`src/spcl_pkg.sv`:
```
// Shared types and constants for the serial password checker with lockout.
// No dependencies; every other file refers to this package by scoped names.
package spcl_pkg;

   // Configuration register indexes
   localparam int CSR_IDX_W = 2;
   typedef logic [CSR_IDX_W-1:0] csr_idx_type;
   localparam csr_idx_type CSR_PW_LOW  = 2'd0;
   localparam csr_idx_type CSR_PW_HIGH = 2'd1;
   localparam csr_idx_type CSR_LIMIT   = 2'd2;

   localparam int CSR_DATA_W = 64;
   typedef logic [CSR_DATA_W-1:0] csr_data_type;

   // Field types
   typedef logic [7:0] byte_type;
   typedef logic [2:0] status_type;
   typedef logic [2:0] count3_type;
   typedef logic [3:0] typed_type;

   // Result status codes
   localparam status_type ST_TAKEN   = 3'd0;
   localparam status_type ST_DROPPED = 3'd1;
   localparam status_type ST_EMPTY   = 3'd2;
   localparam status_type ST_DENIED  = 3'd3;
   localparam status_type ST_GRANTED = 3'd4;
   localparam status_type ST_LOCKED  = 3'd5;
   localparam status_type ST_IGNORED = 3'd6;

   // Line end characters
   localparam byte_type BYTE_CR = 8'd13;
   localparam byte_type BYTE_LF = 8'd10;

   localparam count3_type FAIL_MAX    = 3'd7;
   localparam count3_type LIMIT_RESET = 3'd3;

endpackage

```
`src/spcl_req_if.sv`:
```
// Input channel: one received console byte per item.
// Depends on spcl_pkg.
interface spcl_req_if;
   logic               valid;
   logic               ready;
   spcl_pkg::byte_type rx_byte;

   modport source (output valid, output rx_byte, input ready);
   modport sink   (input valid, input rx_byte, output ready);
endinterface

```
`src/spcl_rsp_if.sv`:
```
// Result channel: status and failure count per item.
// Depends on spcl_pkg.
interface spcl_rsp_if;
   logic                 valid;
   logic                 ready;
   spcl_pkg::status_type status;
   spcl_pkg::count3_type failures_so_far;

   modport source (output valid, output status, output failures_so_far, input ready);
   modport sink   (input valid, input status, input failures_so_far, output ready);
endinterface

```
`src/spcl_csr_if.sv`:
```
// Configuration write channel: register index and write data.
// Depends on spcl_pkg.
interface spcl_csr_if;
   logic                   valid;
   logic                   ready;
   spcl_pkg::csr_idx_type  reg_index;
   spcl_pkg::csr_data_type wr_data;

   modport source (output valid, output reg_index, output wr_data, input ready);
   modport sink   (input valid, input reg_index, input wr_data, output ready);
endinterface

```
`src/serial_password_checker_lockout_unit.sv`:
```
// Top level of the serial password checker with lockout.
// Depends on spcl_pkg, the three channel interfaces, spcl_csr and spcl_core.
//
//   channel   direction  item contents
//   req_chan  in         rx_byte
//   rsp_chan  out        status, failures_so_far
//   csr_chan  in         reg_index, wr_data (always ready)
//
// One result per byte via the input register; one byte per cycle while rsp_chan.ready holds.
// Session state (line position, mismatch, failures, phase) loads with the result register.
// Reset is synchronous, clears valid and session state; password reads as zero, limit as 3.
// A stalled result holds in the output register while the input register still takes
// a byte; backpressure reaches req_chan.ready once both registers are full.
module serial_password_checker_lockout_unit #(
   parameter int PASSWORD_BYTES = 16
) (
   input logic        clock,
   input logic        reset,
   spcl_req_if.sink   req_chan,
   spcl_rsp_if.source rsp_chan,
   spcl_csr_if.sink   csr_chan
);

   logic [PASSWORD_BYTES*8-1:0] pw_bytes;
   spcl_pkg::count3_type        attempt_limit;

   assign csr_chan.ready = 1'b1;

   // Configuration registers
   spcl_csr #(
      .PASSWORD_BYTES (PASSWORD_BYTES)
   ) u_csr (
      .clock         (clock),
      .reset         (reset),
      .wr_valid      (csr_chan.valid),
      .wr_index      (csr_chan.reg_index),
      .wr_data       (csr_chan.wr_data),
      .pw_bytes      (pw_bytes),
      .attempt_limit (attempt_limit)
   );

   // Checker datapath
   spcl_core #(
      .PASSWORD_BYTES (PASSWORD_BYTES)
   ) u_core (
      .clock         (clock),
      .reset         (reset),
      .pw_bytes      (pw_bytes),
      .attempt_limit (attempt_limit),
      .in_valid      (req_chan.valid),
      .in_byte       (req_chan.rx_byte),
      .in_ready      (req_chan.ready),
      .out_valid     (rsp_chan.valid),
      .out_status    (rsp_chan.status),
      .out_failures  (rsp_chan.failures_so_far),
      .out_ready     (rsp_chan.ready)
   );

endmodule

```
`src/spcl_csr.sv`:
```
// Configuration registers: stored password bytes and the attempt limit.
// Depends on spcl_pkg.
module spcl_csr #(
   parameter int PASSWORD_BYTES = 16
) (
   input  logic                           clock,
   input  logic                           reset,
   input  logic                           wr_valid,
   input  spcl_pkg::csr_idx_type          wr_index,
   input  spcl_pkg::csr_data_type         wr_data,
   output logic [PASSWORD_BYTES*8-1:0]    pw_bytes,
   output spcl_pkg::count3_type           attempt_limit
);

   logic [PASSWORD_BYTES*8-1:0] pw_ff;
   spcl_pkg::count3_type        limit_ff;

   // Password bytes: the first eight come from the low word, the rest from the high word
   always_ff @(posedge clock) begin
      if (reset) begin
         pw_ff <= '0;
      end else if (wr_valid) begin
         for (int b = 0; b < PASSWORD_BYTES; b++) begin
            if (b < 8 && wr_index == spcl_pkg::CSR_PW_LOW) begin
               pw_ff[b*8 +: 8] <= wr_data[(b % 8)*8 +: 8];
            end else if (b >= 8 && wr_index == spcl_pkg::CSR_PW_HIGH) begin
               pw_ff[b*8 +: 8] <= wr_data[(b % 8)*8 +: 8];
            end
         end
      end
   end

   // Attempt limit
   always_ff @(posedge clock) begin
      if (reset) begin
         limit_ff <= spcl_pkg::LIMIT_RESET;
      end else if (wr_valid && wr_index == spcl_pkg::CSR_LIMIT) begin
         limit_ff <= wr_data[2:0];
      end
   end

   assign pw_bytes      = pw_ff;
   assign attempt_limit = limit_ff;

endmodule

```
`src/spcl_core.sv`:
```
// Checker datapath: input register, line compare and lockout logic, result register.
// Depends on spcl_pkg.
module spcl_core #(
   parameter int PASSWORD_BYTES = 16
) (
   input  logic                        clock,
   input  logic                        reset,
   input  logic [PASSWORD_BYTES*8-1:0] pw_bytes,
   input  spcl_pkg::count3_type        attempt_limit,
   input  logic                        in_valid,
   input  spcl_pkg::byte_type          in_byte,
   output logic                        in_ready,
   output logic                        out_valid,
   output spcl_pkg::status_type        out_status,
   output spcl_pkg::count3_type        out_failures,
   input  logic                        out_ready
);

   localparam int IDX_W = $clog2(PASSWORD_BYTES);

   // Session phase codes
   localparam logic [1:0] PH_ACTIVE  = 2'd0;
   localparam logic [1:0] PH_GRANTED = 2'd1;
   localparam logic [1:0] PH_LOCKED  = 2'd2;

   // Input stage
   logic               s1_valid_ff;
   spcl_pkg::byte_type s1_byte_ff;

   // Session state
   spcl_pkg::typed_type  typed_ff, typed_in;
   logic                 mis_ff, mis_in;
   logic                 term_ff, term_in;
   spcl_pkg::count3_type fail_ff, fail_in;
   logic [1:0]           phase_ff, phase_in;

   // Result stage
   logic                 rsp_valid_ff;
   spcl_pkg::status_type status_ff, status_in;
   spcl_pkg::count3_type rsp_fail_ff;

   logic                 advance;
   logic                 fire;
   spcl_pkg::byte_type   pw_arr [PASSWORD_BYTES];
   spcl_pkg::byte_type   stored;
   spcl_pkg::count3_type fail_inc;
   logic                 line_match;

   assign advance  = !rsp_valid_ff || out_ready;
   assign fire     = s1_valid_ff && advance;
   assign in_ready = !s1_valid_ff || advance;

   // Input register
   always_ff @(posedge clock) begin
      if (reset) begin
         s1_valid_ff <= 1'b0;
      end else if (in_ready) begin
         s1_valid_ff <= in_valid;
      end
   end

   always_ff @(posedge clock) begin
      if (in_valid && in_ready) begin
         s1_byte_ff <= in_byte;
      end
   end

   // Stored byte at the current position; positions past the store read as zero
   always_comb begin
      for (int i = 0; i < PASSWORD_BYTES; i++) begin
         pw_arr[i] = pw_bytes[i*8 +: 8];
      end
   end

   assign stored = (32'(typed_ff) < PASSWORD_BYTES) ? pw_arr[typed_ff[IDX_W-1:0]] : 8'd0;
   assign fail_inc   = (fail_ff < spcl_pkg::FAIL_MAX) ? fail_ff + 3'd1 : fail_ff;
   assign line_match = !mis_ff && (term_ff || stored == 8'd0);

   // Per-item decision and next state
   always_comb begin
      typed_in  = typed_ff;
      mis_in    = mis_ff;
      term_in   = term_ff;
      fail_in   = fail_ff;
      phase_in  = phase_ff;
      status_in = spcl_pkg::ST_IGNORED;
      if (phase_ff != PH_ACTIVE) begin
         status_in = spcl_pkg::ST_IGNORED;
      end else if (s1_byte_ff inside {spcl_pkg::BYTE_CR, spcl_pkg::BYTE_LF}) begin
         if (typed_ff == 4'd0) begin
            status_in = spcl_pkg::ST_EMPTY;
         end else if (line_match) begin
            status_in = spcl_pkg::ST_GRANTED;
            phase_in  = PH_GRANTED;
         end else begin
            fail_in = fail_inc;
            if (fail_inc >= attempt_limit) begin
               status_in = spcl_pkg::ST_LOCKED;
               phase_in  = PH_LOCKED;
            end else begin
               status_in = spcl_pkg::ST_DENIED;
            end
            typed_in = 4'd0;
            mis_in   = 1'b0;
            term_in  = 1'b0;
         end
      end else if (32'(typed_ff) < PASSWORD_BYTES - 1) begin
         if (!term_ff) begin
            if (s1_byte_ff != stored) begin
               mis_in = 1'b1;
            end
            if (s1_byte_ff == 8'd0) begin
               term_in = 1'b1;
            end
         end
         typed_in  = typed_ff + 4'd1;
         status_in = spcl_pkg::ST_TAKEN;
      end else begin
         status_in = spcl_pkg::ST_DROPPED;
      end
   end

   // Session state registers
   always_ff @(posedge clock) begin
      if (reset) begin
         typed_ff <= 4'd0;
         mis_ff   <= 1'b0;
         term_ff  <= 1'b0;
         fail_ff  <= 3'd0;
         phase_ff <= PH_ACTIVE;
      end else if (fire) begin
         typed_ff <= typed_in;
         mis_ff   <= mis_in;
         term_ff  <= term_in;
         fail_ff  <= fail_in;
         phase_ff <= phase_in;
      end
   end

   // Result register
   always_ff @(posedge clock) begin
      if (reset) begin
         rsp_valid_ff <= 1'b0;
      end else if (advance) begin
         rsp_valid_ff <= s1_valid_ff;
      end
   end

   always_ff @(posedge clock) begin
      if (fire) begin
         status_ff   <= status_in;
         rsp_fail_ff <= fail_in;
      end
   end

   assign out_valid    = rsp_valid_ff;
   assign out_status   = status_ff;
   assign out_failures = rsp_fail_ff;

   // Grant and lockout are final until reset
   a_phase_sticky: assert property (@(posedge clock) disable iff (reset)
      phase_ff != PH_ACTIVE |=> phase_ff == $past(phase_ff))
      else $error("session phase left grant or lockout");

   // Failure count only grows within a session
   a_fail_monotonic: assert property (@(posedge clock) disable iff (reset)
      1'b1 |=> fail_ff >= $past(fail_ff))
      else $error("failure count decreased");

   // A line never holds more than the compare window
   a_typed_bound: assert property (@(posedge clock) disable iff (reset)
      32'(typed_ff) <= PASSWORD_BYTES - 1)
      else $error("typed count past line limit");

   // A terminating zero byte is counted as a typed character
   a_term_counted: assert property (@(posedge clock) disable iff (reset)
      term_ff |-> typed_ff != 4'd0)
      else $error("terminated text with no typed characters");

   // A shown grant matches the recorded session phase
   a_grant_phase: assert property (@(posedge clock) disable iff (reset)
      rsp_valid_ff && status_ff == spcl_pkg::ST_GRANTED |-> phase_ff == PH_GRANTED)
      else $error("grant reported without granted phase");

endmodule
```
`src/flat_wrapper.sv`:
```
// flat-port wrapper written by rule: the top's interface ports become plain ports
module serial_password_checker_lockout_unit_flat 
#(
   parameter int PASSWORD_BYTES = 16
)
  (clock, reset, req_chan_valid, req_chan_rx_byte, req_chan_ready, rsp_chan_valid, rsp_chan_status, rsp_chan_failures_so_far, rsp_chan_ready, csr_chan_valid, csr_chan_reg_index, csr_chan_wr_data, csr_chan_ready);
  spcl_req_if req_chan_i ();
  spcl_rsp_if rsp_chan_i ();
  spcl_csr_if csr_chan_i ();
  input logic clock;
  input logic reset;
  input wire logic [$bits(req_chan_i.valid)-1:0] req_chan_valid;
  input wire logic [$bits(req_chan_i.rx_byte)-1:0] req_chan_rx_byte;
  output wire logic [$bits(req_chan_i.ready)-1:0] req_chan_ready;
  output wire logic [$bits(rsp_chan_i.valid)-1:0] rsp_chan_valid;
  output wire logic [$bits(rsp_chan_i.status)-1:0] rsp_chan_status;
  output wire logic [$bits(rsp_chan_i.failures_so_far)-1:0] rsp_chan_failures_so_far;
  input wire logic [$bits(rsp_chan_i.ready)-1:0] rsp_chan_ready;
  input wire logic [$bits(csr_chan_i.valid)-1:0] csr_chan_valid;
  input wire logic [$bits(csr_chan_i.reg_index)-1:0] csr_chan_reg_index;
  input wire logic [$bits(csr_chan_i.wr_data)-1:0] csr_chan_wr_data;
  output wire logic [$bits(csr_chan_i.ready)-1:0] csr_chan_ready;
  assign req_chan_i.valid = req_chan_valid;
  assign req_chan_i.rx_byte = req_chan_rx_byte;
  assign req_chan_ready = req_chan_i.ready;
  assign rsp_chan_valid = rsp_chan_i.valid;
  assign rsp_chan_status = rsp_chan_i.status;
  assign rsp_chan_failures_so_far = rsp_chan_i.failures_so_far;
  assign rsp_chan_i.ready = rsp_chan_ready;
  assign csr_chan_i.valid = csr_chan_valid;
  assign csr_chan_i.reg_index = csr_chan_reg_index;
  assign csr_chan_i.wr_data = csr_chan_wr_data;
  assign csr_chan_ready = csr_chan_i.ready;
  serial_password_checker_lockout_unit #(.PASSWORD_BYTES(PASSWORD_BYTES)) u_core (.clock(clock), .reset(reset), .req_chan(req_chan_i), .rsp_chan(rsp_chan_i), .csr_chan(csr_chan_i));
endmodule
```
`config.mk`:
```
export PLATFORM = sky130hd
export DESIGN_NAME = serial_password_checker_lockout_unit_flat
export DESIGN_NICKNAME = d
export VERILOG_FILES = /design/src/spcl_pkg.sv /design/src/spcl_req_if.sv /design/src/spcl_rsp_if.sv /design/src/spcl_csr_if.sv /design/src/serial_password_checker_lockout_unit.sv /design/src/spcl_csr.sv /design/src/spcl_core.sv /design/src/flat_wrapper.sv
export SDC_FILE = /design/constraint.sdc
export NUM_CORES = 1
export LEC_CHECK = 0
export BUFFER_PORTS_ARGS = -buffer_cell sky130_fd_sc_hd__buf_2
export CAP_MARGIN = 20
export CORE_MARGIN = 1.5
export CORE_UTILIZATION = 45
export DETAILED_ROUTE_END_ITERATION = 7
export PLACE_DENSITY = 0.75
export SYNTH_ARGS = -nofsm -noshare
export SYNTH_HDL_FRONTEND = slang
export SYNTH_HIERARCHICAL = 1
export SYNTH_SLANG_ARGS = --single-unit
```
`constraint.sdc`:
```
create_clock -name clock -period 7.02 [get_ports clock]
set_clock_uncertainty 0.2 [all_clocks]
set_input_delay 0.351 -clock clock [delete_from_list [all_inputs] [get_ports clock]]
set_output_delay 0.351 -clock clock [all_outputs]
set_load 0.01 [all_outputs]
```
# == After elaboration in Yosys (flattened, before gate mapping) ==
# Cells that the tools add are included.
# op_classes
n_reduce_logical,24
n_lt_le_gt_ge,4
bitwise_logic,3
addsub,2
n_eq_ne,8
muxes,29
# op_table
operator,count
binary-select mux 8 bit (select 4 bit),1
2-to-1 mux 3 bit,9
"== test 8 x 4 -> 1 bit, second input constant",2
logical NOT 8 bit,2
2-to-1 mux 4 bit,4
2-to-1 mux 8 bit,2
2-to-1 mux 1 bit,11
AND reduction 5 bit,2
nonzero test 2 bit,5
inequality test 8 bit,1
AND reduction 7 bit,1
"greater-or-equal comparator 5 bit, second input constant",1
inverter 4 -> 5 bit,1
"adder 4 x 1 -> 4 bit, second input constant",1
logical AND 1 bit,4
logical NOT 4 bit,1
"< comparator 4 bit, second input constant",1
2-to-1 mux 2 bit,2
"inequality test 2 bit, second input constant",2
AND reduction 2 bit,2
"adder 3 x 1 -> 3 bit, second input constant",1
greater-or-equal comparator 3 bit,1
logical NOT 1 bit,3
logical OR 1 bit,3
other kinds (6),7
# totals
out_inout_bits,9
wordCells,83
inputBits,79
register_bits,158

# == Depth between registers and ports, before layout ==
# Gate-level depths: netlist (run 1).
# logic_depth
word_depth,11
ltp_mapped,10
ltp_nobuf,9

# == Cells and area by module ==
# Netlist (run 1), hierarchy kept.
# modules_own_cells
module,area_each_um2,cells_each,instances,seq_area_each_um2
spcl_csr,5370.2,500,1,2622.5
spcl_core,2606.2,242,1,680.7
serial_password_checker_lockout_unit,11.3,2,1,0.0

# == Least setup slack after synthesis (run 1) ==
# OpenSTA, ideal clock, no wires.
# synth_path
kind,register to register
start,register u_core.u_core.typed_ff[1]
end,register u_core.u_core.rsp_fail_ff[2] (netlist: u_core/u_core/out_failures[2]) (data pin)
arrival_time_ps,2398
path_slack_ps,4162
n_path_buf,1
setup_time_ps,260
path_stages_with_launch,9
synth_period_minus_slack_ps,2858
required_ps,6560
cell_sequence,dfxtp_1 > buf_6 > mux4_1 > mux2i_1 > o2111ai_1 > o41ai_2 > a31oi_2 > nand4_2 > mux2_2
# synth_via
elab_chain_cells,11
elab_cells_between_ends,12
cone_classes,mux (7); bitwise (1); reduce/logical (4)
# synth_rtl
item,line,rtl
start: declaration,spcl_core.sv:31,"spcl_pkg::typed_type typed_ff, typed_in;"
start signal: assignment,spcl_core.sv:132,typed_ff <= typed_in;
inverter 4 -> 5 bit (not written as such),spcl_core.sv:75,assign stored = (32'(typed_ff) < PASSWORD_BYTES) ? pw_arr[typed_ff[IDX_W-1:0]] : 8'd0;
binary-select mux 8 bit (select 4 bit),spcl_core.sv:75,
2-to-1 mux 8 bit (not written as such) (2 in series),spcl_core.sv:75,
logical NOT 8 bit,spcl_core.sv:77,assign line_match = !mis_ff && (term_ff || stored == 8'd0);
logical OR 1 bit,spcl_core.sv:77,
logical AND 1 bit,spcl_core.sv:77,
2-to-1 mux 3 bit,spcl_core.sv:92,end else if (line_match) begin
2-to-1 mux 3 bit (*),spcl_core.sv:90,if (typed_ff == 4'd0) begin
2-to-1 mux 3 bit (*),spcl_core.sv:89,"end else if (s1_byte_ff inside {spcl_pkg::BYTE_CR, spcl_pkg::BYTE_LF}) begin"
2-to-1 mux 3 bit (*),spcl_core.sv:87,if (phase_ff != PH_ACTIVE) begin
via u_core.u_core.fail_in[2],spcl_core.sv:34,"spcl_pkg::count3_type fail_ff, fail_in;"
end signal: assignment,spcl_core.sv:152,rsp_fail_ff <= fail_in;
end: declaration,spcl_core.sv:40,spcl_pkg::count3_type rsp_fail_ff;
# Mark *: on every way through the listed nets, which the timed path passes. The rest lies on a longest branch. The select of a mux whose other input is x is not followed.
# A chain may end at the register's enable or synchronous reset.

# == Worst setup path in the final report (run 1) ==
# Same ends and word-level chain as after synthesis.

==> reports/metrics.yaml, run 1 <==
path_class: "reg2reg"
slew_violations: 0
setup_viol: 0
critPathMaxFanout: 30
yosys-top-cells-count: "nand2b_1 (194), mux2i_1 (156), dfxtp_1 (144)"
startpoint_type: "flip-flop"
layout-drive-gt1-share_pct: 18.3
seq_area_frac_synth_pct: 41.4
syn-instance-count: 744
area_growth_pct: 15.7
path_clk_slew_ps: 60
worstPathRequired_ps: 7000
via_count: 5575
reg2reg_to: "u_core/u_core/out_failures[2]"
ys_async_sr_fraction_pct: 0
use_met3_pct: 4.18
critical_path_arrival_ps: 3610
cts_resized: 0
top_usage_layer: "met2"
maxSlewHeadroom_pct: 26.3
crit_family: "multiplexers"
cts-root-buf: "clkbuf_16"
critPathBufInv: 0
synth-edff-count: 14
cap_violations: 0
synth_top_area_share_pct: 36.1
core_region_area_mm2: 0.0173
reg2reg_from: "u_core/u_core/typed_ff[1]"
hp-start: "csr_chan_wr_data[50]"
n_antenna_cell: 0
ys_ff_latch: 158
synth.most_common_cell: "nand2b_1"
cts_tree: "done"
post-dp-hpwl_mm: 11.9
path_cells: "mux4_1 -> mux2i_1 -> o2111ai_1 -> o41ai_2 -> a31oi_2 -> nand4_2 -> mux2_2"
syn-cell-area_mm2: 0.00799
clock.fmax_mhz: 275
finalWeightedCongestion: 0.924
clk_path_buf_depth: 2
drc_errors: 0
die_area_mm2: 0.0186
synth_top_cell_by_area: "dfxtp_1"
rsz0062_at_grt: "false"
wire_per_inst_um: 16.8
ys_top_cells_by_area: "dfxtp_1 (36%), mux2i_1 (20%), nand2b_1 (15%), mux4_2 (5.9%), edfxtp_1 (5.3%)"
first_iter_violations: 491
period_share_pct: 51.8
firstDrtPassIters: 5
grt_pass1_wl_mm: 28.5
postCtsHoldBufs: 20
cp_slowest_cell: "dfxtp_2"
core.rowCount: 48
critPathCaptureType: "flip-flop"
grt_antenna_before_repair: 0
io_pins: 88
numCtsBuffers: 17
cts_setup_buffers: 0
use_met2_pct: 31.9
clock_sinks: 158
initial_utilization_pct: 46.2
met1_usage_pct: 27.6
port-buffer-count: 86
finalWirelength_mm: 17.8
tns_ps: 0
ir_drop_v: 0.000170
synth_area_per_cell_um2: 10.7
grtUsageTotal_pct: 20.3
grt_start_max_net_pins: 116
viasPerCell: 5.26
fin_nets: 907
synth_cell_type_count: 62
synth_fp_nets: 829
leakage_uw: 0.00384
yosys_warnings: 6
ys.flop_type: "dfxtp_1"
grt_pass1_vias: 5450
hold_slack_ps: 11.4
cts.htree.levels: 4
gr-total-overflow: 0
r2r.worst_path.cells: 7
layout_min_cycle_time_ps: 3630
r2r_slack_ps: 3390
hold_depth: 3
p_per_area_mw_per_mm2: 224
dieWidth_um: 136
min_path_type: "in2reg"
crit_start: "u_core/u_core/typed_ff[1]"
status: "finished clean"
whs_endpoint: "u_core/u_csr/pw_bytes[50]"
die_y_um: 136
tightest_slew_ps: 1110
ant_nets: 0
clk_latency_ps: 440
max_stage_delay_ps: 920
hold_violations: 0
metal layers:
| metal | vias up | wire length (µm) |
|---|---|---|
| met3 | 19 | 741 |
| met1 | 2655 | 8530 |
| met2 | 145 | 8280 |
| met4 | 0 | 283 |
| li1 | 2756 | - |
| met5 | - | 0 |
worst min-delay path, stage by stage:
cell and delay (ps):
buf_2 100, nand2b_1 80, mux2i_1 70
per-stage QoR:
step	util, %	instance area [µm²]	setup slack [ps]	power (µW)	cells
5_1_grt	53.5	9250	3140	2150	1059
6_report	53.5	9250	3390	2070	1059
3_5_place_dp	49.0	8480	3410	1190	1008
3_3_place_gp	49.0	8480	3440	1190	1008
4_1_cts	53.5	9250	3390	2080	1059
2_1_floorplan	-	7990	4160	1130	744
how the worst max path moves through the flow:
stage | end | slack, ps | cells past startpoint
detailed placement | u_core/u_core/out_failures[2] | 3410 | 7
CTS | u_core/u_core/out_failures[2] | 3390 | 7
global route | u_core/u_core/out_failures[2] | 3140 | 7
finish | u_core/u_core/out_failures[2] | 3390 | 7
global placement | u_core/u_core/out_failures[2] | 3440 | 7
floorplan | u_core/u_core/out_failures[2] | 4160 | 8
cell families (layout without fill, tap and decap cells):
logic type / after synthesis / count (layout) / synth area share [%]
AOI/OAI and AO/OA: 54 / 54 / 5.01
xor gates and xnor gates: 13 / 13 / 1.43
adders and majority gates: 6 / 6 / 0.940
buffers and inverters: 59 / 149 / 3.70
DFF: 158 / 158 / 41.4
muxes: 184 / 184 / 27.4
other: 1 / 1 / 0.0469
and+or+nand+nor: 269 / 269 / 20.1
layout make-up:
cell class	count	area, µm²
tap	225	282
inverter	8	30.0
clock inverter	9	83.8
multi-input combinational	527	4400
sequential	158	3310
fill	1568	8050
timing repair buffer	110	663
clock buffer	22	485
registers in the layout (all words and copies together) (netlist names):
signal                      flops
u_core/u_core/fail_ff           3
u_core/u_core/mis_ff            1
u_core/u_core/out_failures      3
u_core/u_core/out_status        3
u_core/u_core/out_valid         1
u_core/u_core/phase_ff          2
u_core/u_core/s1_byte_ff        8
u_core/u_core/s1_valid_ff       1
u_core/u_core/term_ff           1
u_core/u_core/typed_ff          4
u_core/u_csr/attempt_limit      3
u_core/u_csr/pw_bytes         128
layout by cell type, fill, tap and decap left out, types with 3 or more instances in the layout:
cell type,Yosys,layout
nand2b_1,194,194
mux2i_1,156,156
dfxtp_1,144,142
buf_2,14,85
mux4_2,21,21
dlygate4sd3_1,0,20
nand2_1,19,19
clkbuf_16,0,18
nor2_1,18,18
edfxtp_1,14,14
a21oi_1,12,12
inv_1,8,8
xnor2_1,8,8
nand3_1,6,6
ha_1,6,6
buf_4,11,5
nor2b_1,5,5
a22oi_1,5,5
mux4_1,5,5
nor3_1,5,5
xor2_1,5,5
and2_1,4,4
o21ai_0,4,4
a31oi_1,4,4
clkinv_2,0,3
o41ai_1,3,3
nand3b_1,3,3
o21ai_1,3,3
where the power goes:
group	switching (µW)	total, µW	internal [µW]	leakage (µW)
Sequential	27.1	969	942	0.00131
Clock	364	888	524	0.000277
Combinational	106	212	106	0.00226
Total	497	2070	1570	0.00384
(Power assumes the default switching activity.)
==> run 2: changes to the inputs <==
- ABC_AREA: unset -> 1
- PLACE_DENSITY: 0.75 -> 0.77
- clock period: 7.02 -> 2.97 ns (I/O delays scaled with it)
==> reports/metrics.yaml, run 2 <==
finalWeightedCongestion: 0.863  # -6.5%
synth.most_common_cell: "nand2_1"
yosys_warnings: 6  # unchanged
critical_path_arrival_ps: 2760  # -850 ps
fin_nets: 1564  # +72%
die_area_mm2: 0.0198  # +6.7%
grt_pass1_vias: 7682  # +41%
viasPerCell: 4.84  # -8.0%
tightest_slew_ps: 715  # -390 ps
path_class: "reg2reg"
ant_nets: 0  # unchanged
dieWidth_um: 141  # +3.3%
finalWirelength_mm: 22.7  # +27%
synth_fp_nets: 1448  # +75%
r2r_slack_ps: 320  # -3070 ps
grtUsageTotal_pct: 23.4  # +3.1 points
largest_reg_flops: 128  # unchanged
cts_setup_buffers: 0  # unchanged
placedCellCount: 1610  # +60%
clock_sinks: 158  # unchanged
ys_top_cells_by_area: "dfxtp_1 (34%), nand2_1 (15%), nor2_1 (14%), inv_1 (8.6%), nand3_1 (5.9%)"
critPathMaxFanout: 12  # -60%
first_iter_violations: 711  # +45%
ys.flop_type: "dfxtp_1"
synth_area_per_cell_um2: 6.26  # -42%
critPathCaptureType: "flip-flop"
status: "finished clean"
port-buffer-count: 86  # unchanged
path_clk_slew_ps: 60  # about the same
via_count: 8359  # +50%
firstDrtPassIters: 5  # unchanged
die_y_um: 141  # +3.3%
ys_async_sr_fraction_pct: 0  # unchanged
multi_input_area_mm2: 0.00396  # -9.9%
initial_utilization_pct: 45.8  # -0.38 points
layout-drive-gt1-share_pct: 10.1  # -8.3 points
yosys-top-cells-count: "nand2_1 (346), nor2_1 (308), inv_1 (196)"
n_antenna_cell: 0  # unchanged
final_cell_mix: "nand2_1 (346), nor2_1 (307), inv_1 (196)"
core_region_area_mm2: 0.0186  # +7.8%
startpoint_type: "flip-flop"
post-dp-hpwl_mm: 14.2  # +19%
p_per_area_mw_per_mm2: 528  # +140%
clk_latency_ps: 430  # about the same
io_pins: 88  # unchanged
regArea_mm2: 0.00330  # about the same
clk_path_buf_depth: 2  # unchanged
tns_ps: 0  # unchanged
setup_viol: 0  # unchanged
cap_violations: 0  # unchanged
synth_cell_type_count: 32  # -48%
grt_pass1_wl_mm: 37.2  # +30%
numCtsBuffers: 17  # unchanged
hold_violations: 0  # unchanged
core.rowCount: 50  # +4.2%
leakage_uw: 0.00525  # +37%
worstPathRequired_ps: 3080  # -3920 ps
synth-edff-count: 14  # unchanged
final_common_cell: "nand2_1"
grt_start_max_net_pins: 132  # +14%
gr-total-overflow: 0  # unchanged
syn-instance-count: 1363  # +83%
final_cell_count_no_fill: 1726  # +63%
ys_ff_latch: 158  # unchanged
cts-root-buf: "clkbuf_16"
wire_per_inst_um: 13.2  # -22%
min_path_type: "in2reg"
ir_drop_v: 0.000363  # +110%
seq_area_frac_synth_pct: 38.7  # -2.7 points
cts.htree.levels: 4  # unchanged
rsz0062_at_grt: "false"
maxSlewHeadroom_pct: 52.1  # +26 points
grt_antenna_before_repair: 0  # unchanged
fill_cells: 1810  # +15%
syn-cell-area_mm2: 0.00854  # +6.9%
cts_tree: "done"
clock.fmax_mhz: 377  # +37%
synth_top_cell_by_area: "dfxtp_1"
synth_top_area_share_pct: 33.8  # -2.3 points
slew_violations: 0  # unchanged
period_share_pct: 89.3  # +38 points
layout_min_cycle_time_ps: 2650  # -982 ps
drc_errors: 0  # unchanged
area_growth_pct: 21.4
## run 2: changes by cell type in the layout (fill, tap and decap cells not counted), sizes merged, moves of 64 or more
cell         previous run  this run
mux2i                 156         0
dlygate4sd3            20        84
nand3                   6       103
nand2                  19       351
nand2b                194         0
a21oi                  12        82
inv                     9       201
nor2                   19       310
## run 2: layer usage
metal,track usage [%],part of all wire [%]
met4,6.58,1.6
met2,39.6,48
met1,30.7,45
met5,0,0
met3,4.08,5.6
## run 2: cell type report
cell class / count / share of cell area (%)
clock buffer: 20 / 4.61
clock inverter: 12 / 1.51
inverter: 200 / 7.31
multi-input combinational: 922 / 38.2
sequential: 158 / 31.9
tap: 234 / 2.83
timing repair buffer: 180 / 13.6
## run 2: report_power, final
part	leakage, µW	switching [µW]	internal (µW)	total, µW
clock network	0.000308	901	1420	2320
logic	0.00363	502	324	826
registers	0.00131	65.4	2260	2330
total	0.00525	1470	4010	5470
## run 2: final timing paths
check,start,end,depth (start not counted)
max,u_core/u_core/typed_ff[2],u_core/u_core/typed_ff[0],15
min,req_chan_rx_byte[3],u_core/u_core/s1_byte_ff[3],2
max reg2reg,u_core/u_core/typed_ff[2],u_core/u_core/typed_ff[0],15
min reg2reg,u_core/u_core/phase_ff[0],u_core/u_core/phase_ff[0],2
## run 2: through the flow
| step | util [%] | cell area [µm²] | setup slack [ps] | hold WS (ps) | total power (µW) |
|---|---|---|---|---|---|
| after floorplan | - | 8540 | 878 | 47.4 | 2910 |
| after global placement | 47.7 | 8890 | 390 | 129 | 3090 |
| after detailed placement | 47.7 | 8890 | 392 | 128 | 3100 |
| after CTS | 55.6 | 10400 | 351 | 220 | 5500 |
| after global routing | 55.6 | 10400 | 43.0 | 238 | 5730 |
| final | 55.6 | 10400 | 317 | 237 | 5470 |
## run 2: logic make-up (layout without fill, tap and decap cells)
logic type	Yosys count	in the layout	share of synthesized area [%]
AOI/OAI and AO/OA	132	132	8.03
xor gates and xnor gates	9	9	0.923
adders and majority gates	6	6	0.879
buffers and inverters	283	412	15.1
DFF	158	158	38.7
other	1	1	0.0439
and+or+nand+nor	774	774	36.3
## run 2: worst max-delay path, cell delays in order, from the launching register on
cell     delay [ps]
dfxtp_1         620
inv_1           120
nor2_1          430
nand2_1         120
nand2_1          90
nor2_1          100
nand2_1          80
nor2_1           40
nand2_1         100
nand2_2          70
nand2_4          80
nand2_2          60
nand2_4          90
nand2_2          70
o21ai_0         190
inv_1            50
## run 2: timing repair
item / 4_1_cts / 5_1_grt
hold endpoints to repair: 149 / 0
hold buffers: 84 / 0
setup endpoints to repair: 0 / 0
resized for setup: 0 / 0
